==> config.mk <==
export PLATFORM = sky130hd
export DESIGN_NAME = array_linked_list_manager_core_flat
export DESIGN_NICKNAME = d
export VERILOG_FILES = /design/src/design/allm_pkg.sv /design/src/design/allm_if.sv /design/src/design/array_linked_list_manager_core.sv /design/src/flat_wrapper.sv
export SDC_FILE = /design/constraint.sdc
export NUM_CORES = 2
export LEC_CHECK = 0
export BUFFER_PORTS_ARGS = -buffer_cell sky130_fd_sc_hd__buf_2
export CORE_MARGIN = 2
export CORE_UTILIZATION = 35
export CTS_BUF_LIST = sky130_fd_sc_hd__clkbuf_8
export DETAILED_ROUTE_END_ITERATION = 7
export PLACE_DENSITY_LB_ADDON = 0.25
export SYNTH_ARGS = -nofsm -noshare
export SYNTH_HDL_FRONTEND = slang
export SYNTH_SLANG_ARGS = --single-unit
==> constraint.sdc <==
create_clock -name i_clk -period 6.8 [get_ports i_clk]
set_input_delay 1.36 -clock i_clk [delete_from_list [all_inputs] [get_ports i_clk]]
set_output_delay 1.36 -clock i_clk [all_outputs]
set_load 0.1 [all_outputs]
==> src/design/allm_pkg.sv <==
// Shared constants, types and helpers for the array linked list manager.
package allm_pkg;

    localparam int CAPACITY   = 64;
    localparam int SLOT_W     = $clog2(CAPACITY);
    localparam int LINK_W     = $clog2(CAPACITY + 1);
    localparam int KEY_W      = 32;
    localparam int OUT_SLOT_W = 6;
    localparam int STATUS_W   = 2;
    localparam int OP_W       = 2;

    // The nil link is one past the last slot.
    localparam logic [LINK_W-1:0] LINK_NIL = LINK_W'(CAPACITY);

    typedef enum logic [OP_W-1:0] {
        OP_INSERT = 2'd0,
        OP_DELETE = 2'd1,
        OP_SEARCH = 2'd2
    } t_op;

    typedef enum logic [STATUS_W-1:0] {
        ST_OK        = 2'd0,
        ST_FULL      = 2'd1,
        ST_NOT_FOUND = 2'd2
    } t_status;

    typedef enum logic [3:0] {
        S_INIT,
        S_IDLE,
        S_INS_WR,
        S_INS_LINK,
        S_WALK,
        S_DEL_UNLINK,
        S_DEL_FREE,
        S_DONE
    } t_state;

    // Any link value that does not name a slot counts as nil.
    function automatic logic is_slot(input logic [LINK_W-1:0] link);
        return link < LINK_W'(CAPACITY);
    endfunction

endpackage

==> src/design/allm_if.sv <==
// Valid/ready channel interfaces for requests and results.
interface allm_in_if;
    logic                                  valid;
    logic                                  ready;
    logic [allm_pkg::OP_W-1:0]             operation;
    logic signed [allm_pkg::KEY_W-1:0]     key_value;

    modport source (output valid, output operation, output key_value, input ready);
    modport sink   (input valid, input operation, input key_value, output ready);
endinterface

interface allm_out_if;
    logic                                  valid;
    logic                                  ready;
    logic [allm_pkg::OUT_SLOT_W-1:0]       slot_index;
    logic [allm_pkg::STATUS_W-1:0]         status;

    modport source (output valid, output slot_index, output status, input ready);
    modport sink   (input valid, input slot_index, input status, output ready);
endinterface

==> src/design/array_linked_list_manager_core.sv <==
// Doubly linked key list with a free list, kept in three synchronous memories.
//
//  Port   Dir  Payload                         Handshake
//  i_in   in   operation[1:0], key_value[31:0]  valid/ready, one transaction per request
//  o_out  out  slot_index[5:0], status[1:0]     valid/ready, one transaction per request
//
// Insert runs through S_INS_WR and, if the list is not empty, S_INS_LINK; a miss on
// an empty list or a full insert goes straight to S_DONE. Delete and search visit
// one slot per cycle through the key/next memory read port; a delete that hits then
// passes S_DEL_UNLINK and S_DEL_FREE. After reset a clearing pass over all CAPACITY
// slots initializes the memories; no request is taken during it. A result waits in
// an output register, and the next request is accepted while it is held; the core
// stalls only when a second result is ready before the first has been taken.
module array_linked_list_manager_core (
    input  logic        i_clk,
    input  logic        i_rst_n,
    allm_in_if.sink     i_in,
    allm_out_if.source  o_out
);

    localparam int SLOT_W = allm_pkg::SLOT_W;
    localparam int LINK_W = allm_pkg::LINK_W;
    localparam int KEY_W  = allm_pkg::KEY_W;

    // Memories.
    logic [KEY_W-1:0]  key_mem  [allm_pkg::CAPACITY];
    logic [LINK_W-1:0] next_mem [allm_pkg::CAPACITY];
    logic [LINK_W-1:0] prev_mem [allm_pkg::CAPACITY];

    logic              kn_re;
    logic [SLOT_W-1:0] kn_ra;
    logic              prev_re;
    logic [SLOT_W-1:0] prev_ra;
    logic [KEY_W-1:0]  rd_key;
    logic [LINK_W-1:0] rd_next;
    logic [LINK_W-1:0] rd_prev;

    logic              key_we;
    logic [SLOT_W-1:0] key_wa;
    logic [KEY_W-1:0]  key_wd;
    logic              next_we;
    logic [SLOT_W-1:0] next_wa;
    logic [LINK_W-1:0] next_wd;
    logic              prev_we;
    logic [SLOT_W-1:0] prev_wa;
    logic [LINK_W-1:0] prev_wd;

    // Control and datapath registers.
    allm_pkg::t_state  r_state, n_state;
    logic [LINK_W-1:0] r_head, n_head;
    logic [LINK_W-1:0] r_free, n_free;
    logic [LINK_W-1:0] r_cur, n_cur;
    logic [LINK_W-1:0] r_steps, n_steps;
    logic [SLOT_W-1:0] r_init_idx, n_init_idx;
    allm_pkg::t_op     r_op, n_op;
    logic [KEY_W-1:0]  r_key, n_key;
    logic [SLOT_W-1:0] r_slot, n_slot;
    logic [LINK_W-1:0] r_after, n_after;
    logic [SLOT_W-1:0] r_res_slot, n_res_slot;
    allm_pkg::t_status r_res_status, n_res_status;

    logic                            r_out_valid;
    logic [allm_pkg::OUT_SLOT_W-1:0] r_out_slot;
    allm_pkg::t_status               r_out_status;

    logic in_accept;
    logic out_free;
    logic out_load;
    logic key_match;
    logic walk_more;

    assign in_accept = i_in.valid && i_in.ready;
    assign out_free  = !r_out_valid || o_out.ready;
    assign out_load  = (r_state == allm_pkg::S_DONE) && out_free;
    assign key_match = (rd_key == r_key);
    // The walk goes on while the next link names a slot and the step bound is not hit.
    assign walk_more = allm_pkg::is_slot(rd_next) && (r_steps != LINK_W'(allm_pkg::CAPACITY));

    assign i_in.ready       = (r_state == allm_pkg::S_IDLE);
    assign o_out.valid      = r_out_valid;
    assign o_out.slot_index = r_out_slot;
    assign o_out.status     = r_out_status;

    // Next state.
    always_comb begin
        n_state = r_state;
        case (r_state)
            allm_pkg::S_INIT: begin
                if (r_init_idx == SLOT_W'(allm_pkg::CAPACITY - 1)) begin
                    n_state = allm_pkg::S_IDLE;
                end
            end
            allm_pkg::S_IDLE: begin
                if (in_accept) begin
                    case (allm_pkg::t_op'(i_in.operation))
                        allm_pkg::OP_INSERT: begin
                            n_state = allm_pkg::is_slot(r_free) ? allm_pkg::S_INS_WR
                                                                : allm_pkg::S_DONE;
                        end
                        allm_pkg::OP_DELETE, allm_pkg::OP_SEARCH: begin
                            n_state = allm_pkg::is_slot(r_head) ? allm_pkg::S_WALK
                                                                : allm_pkg::S_DONE;
                        end
                        default: n_state = allm_pkg::S_DONE;
                    endcase
                end
            end
            allm_pkg::S_INS_WR: begin
                n_state = allm_pkg::is_slot(r_head) ? allm_pkg::S_INS_LINK : allm_pkg::S_DONE;
            end
            allm_pkg::S_INS_LINK: n_state = allm_pkg::S_DONE;
            allm_pkg::S_WALK: begin
                if (key_match) begin
                    n_state = (r_op == allm_pkg::OP_DELETE) ? allm_pkg::S_DEL_UNLINK
                                                            : allm_pkg::S_DONE;
                end else if (!walk_more) begin
                    n_state = allm_pkg::S_DONE;
                end
            end
            allm_pkg::S_DEL_UNLINK: n_state = allm_pkg::S_DEL_FREE;
            allm_pkg::S_DEL_FREE:   n_state = allm_pkg::S_DONE;
            allm_pkg::S_DONE: begin
                if (out_free) begin
                    n_state = allm_pkg::S_IDLE;
                end
            end
            default: n_state = allm_pkg::S_INIT;
        endcase
    end

    // Datapath and memory controls.
    always_comb begin
        n_head       = r_head;
        n_free       = r_free;
        n_cur        = r_cur;
        n_steps      = r_steps;
        n_init_idx   = r_init_idx;
        n_op         = r_op;
        n_key        = r_key;
        n_slot       = r_slot;
        n_after      = r_after;
        n_res_slot   = r_res_slot;
        n_res_status = r_res_status;

        kn_re   = 1'b0;
        kn_ra   = r_cur[SLOT_W-1:0];
        prev_re = 1'b0;
        prev_ra = r_cur[SLOT_W-1:0];
        key_we  = 1'b0;
        key_wa  = r_slot;
        key_wd  = r_key;
        next_we = 1'b0;
        next_wa = r_slot;
        next_wd = r_head;
        prev_we = 1'b0;
        prev_wa = r_slot;
        prev_wd = allm_pkg::LINK_NIL;

        case (r_state)
            allm_pkg::S_INIT: begin
                key_we     = 1'b1;
                key_wa     = r_init_idx;
                key_wd     = '0;
                next_we    = 1'b1;
                next_wa    = r_init_idx;
                next_wd    = LINK_W'(r_init_idx) + LINK_W'(1);
                prev_we    = 1'b1;
                prev_wa    = r_init_idx;
                prev_wd    = allm_pkg::LINK_NIL;
                n_init_idx = r_init_idx + SLOT_W'(1);
                n_head     = allm_pkg::LINK_NIL;
                n_free     = '0;
            end
            allm_pkg::S_IDLE: begin
                if (in_accept) begin
                    n_op         = allm_pkg::t_op'(i_in.operation);
                    n_key        = i_in.key_value;
                    n_res_slot   = '0;
                    n_res_status = allm_pkg::ST_NOT_FOUND;
                    case (allm_pkg::t_op'(i_in.operation))
                        allm_pkg::OP_INSERT: begin
                            if (allm_pkg::is_slot(r_free)) begin
                                kn_re  = 1'b1;
                                kn_ra  = r_free[SLOT_W-1:0];
                                n_slot = r_free[SLOT_W-1:0];
                            end else begin
                                n_res_status = allm_pkg::ST_FULL;
                            end
                        end
                        allm_pkg::OP_DELETE, allm_pkg::OP_SEARCH: begin
                            if (allm_pkg::is_slot(r_head)) begin
                                kn_re   = 1'b1;
                                kn_ra   = r_head[SLOT_W-1:0];
                                n_cur   = r_head;
                                n_steps = LINK_W'(1);
                            end
                        end
                        default: begin
                            n_res_status = allm_pkg::ST_NOT_FOUND;
                        end
                    endcase
                end
            end
            allm_pkg::S_INS_WR: begin
                // The next link read at the free head becomes the new free head.
                key_we       = 1'b1;
                next_we      = 1'b1;
                next_wd      = r_head;
                prev_we      = 1'b1;
                prev_wd      = allm_pkg::LINK_NIL;
                n_free       = rd_next;
                n_res_slot   = r_slot;
                n_res_status = allm_pkg::ST_OK;
                if (!allm_pkg::is_slot(r_head)) begin
                    n_head = LINK_W'(r_slot);
                end
            end
            allm_pkg::S_INS_LINK: begin
                prev_we = 1'b1;
                prev_wa = r_head[SLOT_W-1:0];
                prev_wd = LINK_W'(r_slot);
                n_head  = LINK_W'(r_slot);
            end
            allm_pkg::S_WALK: begin
                if (key_match) begin
                    n_slot       = r_cur[SLOT_W-1:0];
                    n_after      = rd_next;
                    n_res_slot   = r_cur[SLOT_W-1:0];
                    n_res_status = allm_pkg::ST_OK;
                    if (r_op == allm_pkg::OP_DELETE) begin
                        prev_re = 1'b1;
                        prev_ra = r_cur[SLOT_W-1:0];
                    end
                end else if (walk_more) begin
                    // The next slot's address comes straight from the read data.
                    kn_re   = 1'b1;
                    kn_ra   = rd_next[SLOT_W-1:0];
                    n_cur   = rd_next;
                    n_steps = r_steps + LINK_W'(1);
                end else begin
                    n_res_slot   = '0;
                    n_res_status = allm_pkg::ST_NOT_FOUND;
                end
            end
            allm_pkg::S_DEL_UNLINK: begin
                if (allm_pkg::is_slot(rd_prev)) begin
                    next_we = 1'b1;
                    next_wa = rd_prev[SLOT_W-1:0];
                    next_wd = r_after;
                end else begin
                    n_head = r_after;
                end
                if (allm_pkg::is_slot(r_after)) begin
                    prev_we = 1'b1;
                    prev_wa = r_after[SLOT_W-1:0];
                    prev_wd = rd_prev;
                end
            end
            allm_pkg::S_DEL_FREE: begin
                next_we = 1'b1;
                next_wa = r_slot;
                next_wd = r_free;
                n_free  = LINK_W'(r_slot);
            end
            allm_pkg::S_DONE: begin
            end
            default: begin
            end
        endcase
    end

    // Memories: one write and one registered read per cycle each.
    always_ff @(posedge i_clk) begin
        if (key_we) begin
            key_mem[key_wa] <= key_wd;
        end
        if (kn_re) begin
            rd_key <= key_mem[kn_ra];
        end
    end

    always_ff @(posedge i_clk) begin
        if (next_we) begin
            next_mem[next_wa] <= next_wd;
        end
        if (kn_re) begin
            rd_next <= next_mem[kn_ra];
        end
    end

    always_ff @(posedge i_clk) begin
        if (prev_we) begin
            prev_mem[prev_wa] <= prev_wd;
        end
        if (prev_re) begin
            rd_prev <= prev_mem[prev_ra];
        end
    end

    // Control registers.
    always_ff @(posedge i_clk) begin
        if (!i_rst_n) begin
            r_state     <= allm_pkg::S_INIT;
            r_head      <= allm_pkg::LINK_NIL;
            r_free      <= '0;
            r_init_idx  <= '0;
            r_out_valid <= 1'b0;
        end else begin
            r_state    <= n_state;
            r_head     <= n_head;
            r_free     <= n_free;
            r_init_idx <= n_init_idx;
            if (out_load) begin
                r_out_valid <= 1'b1;
            end else if (o_out.ready) begin
                r_out_valid <= 1'b0;
            end
        end
    end

    // Payload registers.
    always_ff @(posedge i_clk) begin
        r_cur        <= n_cur;
        r_steps      <= n_steps;
        r_op         <= n_op;
        r_key        <= n_key;
        r_slot       <= n_slot;
        r_after      <= n_after;
        r_res_slot   <= n_res_slot;
        r_res_status <= n_res_status;
        if (out_load) begin
            r_out_slot   <= allm_pkg::OUT_SLOT_W'(r_res_slot);
            r_out_status <= r_res_status;
        end
    end

endmodule
==> src/flat_wrapper.sv <==
// flat-port wrapper written by rule: the top's interface ports become plain ports
module array_linked_list_manager_core_flat 
  (i_clk, i_rst_n, i_in_valid, i_in_operation, i_in_key_value, i_in_ready, o_out_valid, o_out_slot_index, o_out_status, o_out_ready);
  allm_in_if i_in_i ();
  allm_out_if o_out_i ();
  input  logic i_clk;
  input  logic i_rst_n;
  input wire logic [$bits(i_in_i.valid)-1:0] i_in_valid;
  input wire logic [$bits(i_in_i.operation)-1:0] i_in_operation;
  input wire logic [$bits(i_in_i.key_value)-1:0] i_in_key_value;
  output wire logic [$bits(i_in_i.ready)-1:0] i_in_ready;
  output wire logic [$bits(o_out_i.valid)-1:0] o_out_valid;
  output wire logic [$bits(o_out_i.slot_index)-1:0] o_out_slot_index;
  output wire logic [$bits(o_out_i.status)-1:0] o_out_status;
  input wire logic [$bits(o_out_i.ready)-1:0] o_out_ready;
  assign i_in_i.valid = i_in_valid;
  assign i_in_i.operation = i_in_operation;
  assign i_in_i.key_value = i_in_key_value;
  assign i_in_ready = i_in_i.ready;
  assign o_out_valid = o_out_i.valid;
  assign o_out_slot_index = o_out_i.slot_index;
  assign o_out_status = o_out_i.status;
  assign o_out_i.ready = o_out_ready;
  array_linked_list_manager_core u_core (.i_clk(i_clk), .i_rst_n(i_rst_n), .i_in(i_in_i), .o_out(o_out_i));
endmodule
==> qor.yml <==
worst_setup_path:
  end_kind: "flop"
  worstPathRequired_ps: 7800
  startpoint: "u_core.r_key[21]"
  cp-endpoint: "u_core.rd_key[23]"
  r2r-end: "u_core.rd_key[23]"
  cp.depth: 11
  cp_common_cell: "nand4_1"
  crit_family: "simple AND/OR/NAND/NOR gates"
  critPathLaunchType: "flop"
  r2r_setup_slack_ps: 720
  path_max_fanout: 24
  crit_type: "flop to flop"
  slowest_stage: "and3_2"
  r2r-start: "u_core.r_key[21]"
  worstPathCellList: "xnor2_1, nand4_1, or4_1, o211a_1, a311oi_4, nor2b_1, and3_2, buf_4, a22oi_1, nand4_1, or3_1"
  reg2reg_depth: 11
  path_buf_inv: 1
  slowest_delay_ps: 960
  arrival_ps: 7090
timing:
  min_period_ps: 6080
  fmax_ghz: 0.164
  clock_skew_ps: 73.5
  setup_ws_ps: 717
  slew_headroom_pct: 8.99
  drv_slew: 0
  fin_tns_setup_ps: 0
  hold_viol_final: 0
  tightestPinTransition_ps: 1350
  grt_setup_unrepaired: "no"
  final-setup-viol-count: 0
  period_share_pct: 89.5
power_and_ir_drop:
  comb_power_share_pct: 28.5
  power_leakage_nw: 43.2
  intPower_mw: 37.5
  clockPowerShare_pct: 26.8
  ir_worst_vdd_uv: 391
  power.share.switching_pct: 33.4
  p_seq_share_pct: 44.7
  p_sw_mw: 18.8
  finalPower_mw: 56.3
  powerDensity_nw_per_um2: 412
synth:
  yosysUniqueCellTypes: 63
  synth_top_cell_area_share_pct: 77.3
  synth_top_cell_by_area: "edfxtp_1"
  synth-seq-cells: 3090
  netlist_area_um2: 119000
  syn_area_per_cell_um2: 20.3
  ys_top_cells_by_count: "3,066 x edfxtp_1, 652 x mux4_2, 467 x nand2_1"
  yosysWarnings: 0
  syn_nets: 5920
  synth_most_common_cell: "edfxtp_1"
  async_flop_share_pct: 0
  synthTopCellsByArea: "edfxtp_1 77%, mux4_2 12%, a22oi_1 1.5%"
  ys_seq_area_share_pct: 77.8
  synth_edf_count: 3066
  synthCells: 5877
  synth_flop_cell: "edfxtp_1"
cts:
  cts_resized: 0
  htree_levels: 6
  clock_latency_ps: 1170
  clk_pin_slew_ps: 60
  cts_max_path_buffers: 4
  cts_setup_buffers: 0
  cts_tree: "built"
  cts_sinks: 3090
  cts_made_buffers: 520
  ctsRootBufferMaster: "clkbuf_8"
  cts_hold_buf: 0
worst_hold_path:
  min_path_type: "input pin to flop"
  min_path_cells: 1
route:
  drt_iter0_markers: 7764
  drt_wl_total_um: 344000
  wl_per_cell_um: 30.3
  drt-pass1-iter-count: 7
  viasPerCell: 5.54
  drc: 0
  vias: 62700
  drtAntennaViolNets: 0
grt:
  grtUsageTotal_pct: 19.5
  gr-total-overflow: 0
  antenna_found_initial: 9
  grt_pass1_vias: 63400
  grt_pass1_wl_um: 482000
  grt_max_degree: 73
cells_and_area:
  fin_cells: 11300
  nets: 6452
  syn_to_final_growth_pct: 14.8
  drive_gt1_share_pct: 25.9
floorplanning:
  rows: 214
  fp.dieW_um: 587
  fp.dieH_um: 587
  dieArea_um2: 345000
  io_pins: 48
  fp.coreArea_um2: 339000
  start_util_pct: 35.1
placement:
  pre_cts_slack_ps: 363
  portBuffers: 47
  dp.cells: 10400
  gp_congestion: 0.854
  dp_hpwl_um: 201000
run:
  cap_violations: 0
outcome:
  status: "finished clean"
==> cell type report <==
type | count | area (µm²)
Clock buffer | 531 | 7310
Fill cell | 30300 | 203000
Timing Repair Buffer | 336 | 3110
Sequential cell | 3090 | 92500
Multi-Input combinational cell | 2448 | 26000
Inverter | 13 | 48.8
Clock inverter | 362 | 1900
Antenna cell | 8 | 20.0
Tap cell | 4536 | 5680
==> registers in the layout (all words and copies together) (netlist names) <==
| signal | count |
|---|---|
| u_core.key_mem | 2048 |
| u_core.r_res_status | 2 |
| u_core.r_init_idx | 6 |
| u_core.r_head | 7 |
| u_core.rd_prev | 7 |
| u_core.r_op | 2 |
| u_core.o_out.status | 2 |
| u_core.r_slot | 6 |
| u_core.rd_key | 32 |
| u_core.rd_next | 7 |
| u_core.r_res_slot | 6 |
| u_core.r_after | 7 |
| u_core.r_cur | 6 |
| u_core.next_mem | 448 |
| u_core.r_steps | 7 |
| u_core.r_state | 3 |
| u_core.o_out.valid | 1 |
| u_core.r_free | 7 |
| u_core.o_out.slot_index | 6 |
| u_core.r_key | 32 |
| u_core.prev_mem | 448 |
==> stage by stage <==
step | hold slack, ps | instance area, µm² | utilization (%)
final | 372 | 137000 | 40.3
after detailed placement | 412 | 127000 | 37.5
after global placement | 421 | 127000 | 37.5
after global routing | 296 | 137000 | 40.3
after floorplan | 400 | 119000 | -
after CTS | 263 | 137000 | 40.3
==> cell families after synthesis <==
group,count (synthesis),synth area share (%)
AND/OR/NAND/NOR,1130,4.30
AO/OA/AOI/OAI,537,3.40
flip-flops,3090,77.8
buffers and inverters,339,1.16
multiplexers,731,13.0
XOR/XNOR,45,0.331
adder cells (fa/ha/maj),5,0.0526
==> worst min-delay path by stage <==
| stage | slack, ps | start | to |
|---|---|---|---|
| 6_report | 370 | i_in_key_value[13] | u_core.r_key[13] |
| 5_1_grt | 300 | i_in_key_value[13] | u_core.r_key[13] |
| 4_1_cts | 260 | i_in_key_value[21] | u_core.r_key[21] |
| 3_5_place_dp | 410 | u_core.r_res_slot[1] | u_core.o_out.slot_index[1] |
| 3_3_place_gp | 420 | u_core.r_res_slot[3] | u_core.o_out.slot_index[3] |
| 2_1_floorplan | 400 | u_core.r_res_slot[0] | u_core.o_out.slot_index[0] |
==> per-layer routing <==
metal	GRT usage, %	part of all wire [%]	up-vias
li1	-	-	25600
met1	27.3	42	33900
met2	31.1	48	2801
met3	3.55	7.4	522
met4	5.61	2.7	0
met5	0	0	-
==> cell usage in the layout (no fill, tap or decap), types with 10 or more instances in the layout <==
cell        netlist  final
edfxtp_1       3066   3066
mux4_2          652    652
clkbuf_8          0    531
nand2_1         467    466
a22oi_1         235    235
buf_4             1    234
nand3_1         177    176
nor2_1          239    173
inv_1            13    170
clkinv_1          0    104
nand4_1          89     89
mux2i_1          79     79
a32oi_1          79     79
nor2_4            0     66
a21oi_1          58     57
buf_12            0     53
buf_2            79     47
clkinv_2          0     43
or3_1            41     41
xnor2_1          38     38
a31oi_1          37     37
nor2b_4           0     32
a22o_1           30     24
dfxtp_1          24     24
clkinvlp_4        0     22
o21ai_0          19     16
nor2b_1          46     14
and2_1           15     13
a221oi_1         13     11
a222oi_1         10     10
inv_6             0     10
==> power groups by stage <==
stage,clock [mW],combinational (mW),sequential [mW]
3_3_place_gp,0,15.8,25.5
3_5_place_dp,0,16.1,25.6
5_1_grt,16.2,17.0,25.3
2_1_floorplan,0,9.26,25.5
6_report,15.1,16.0,25.2
4_1_cts,15.4,16.1,25.2
Power figures use the tool's default switching activity.
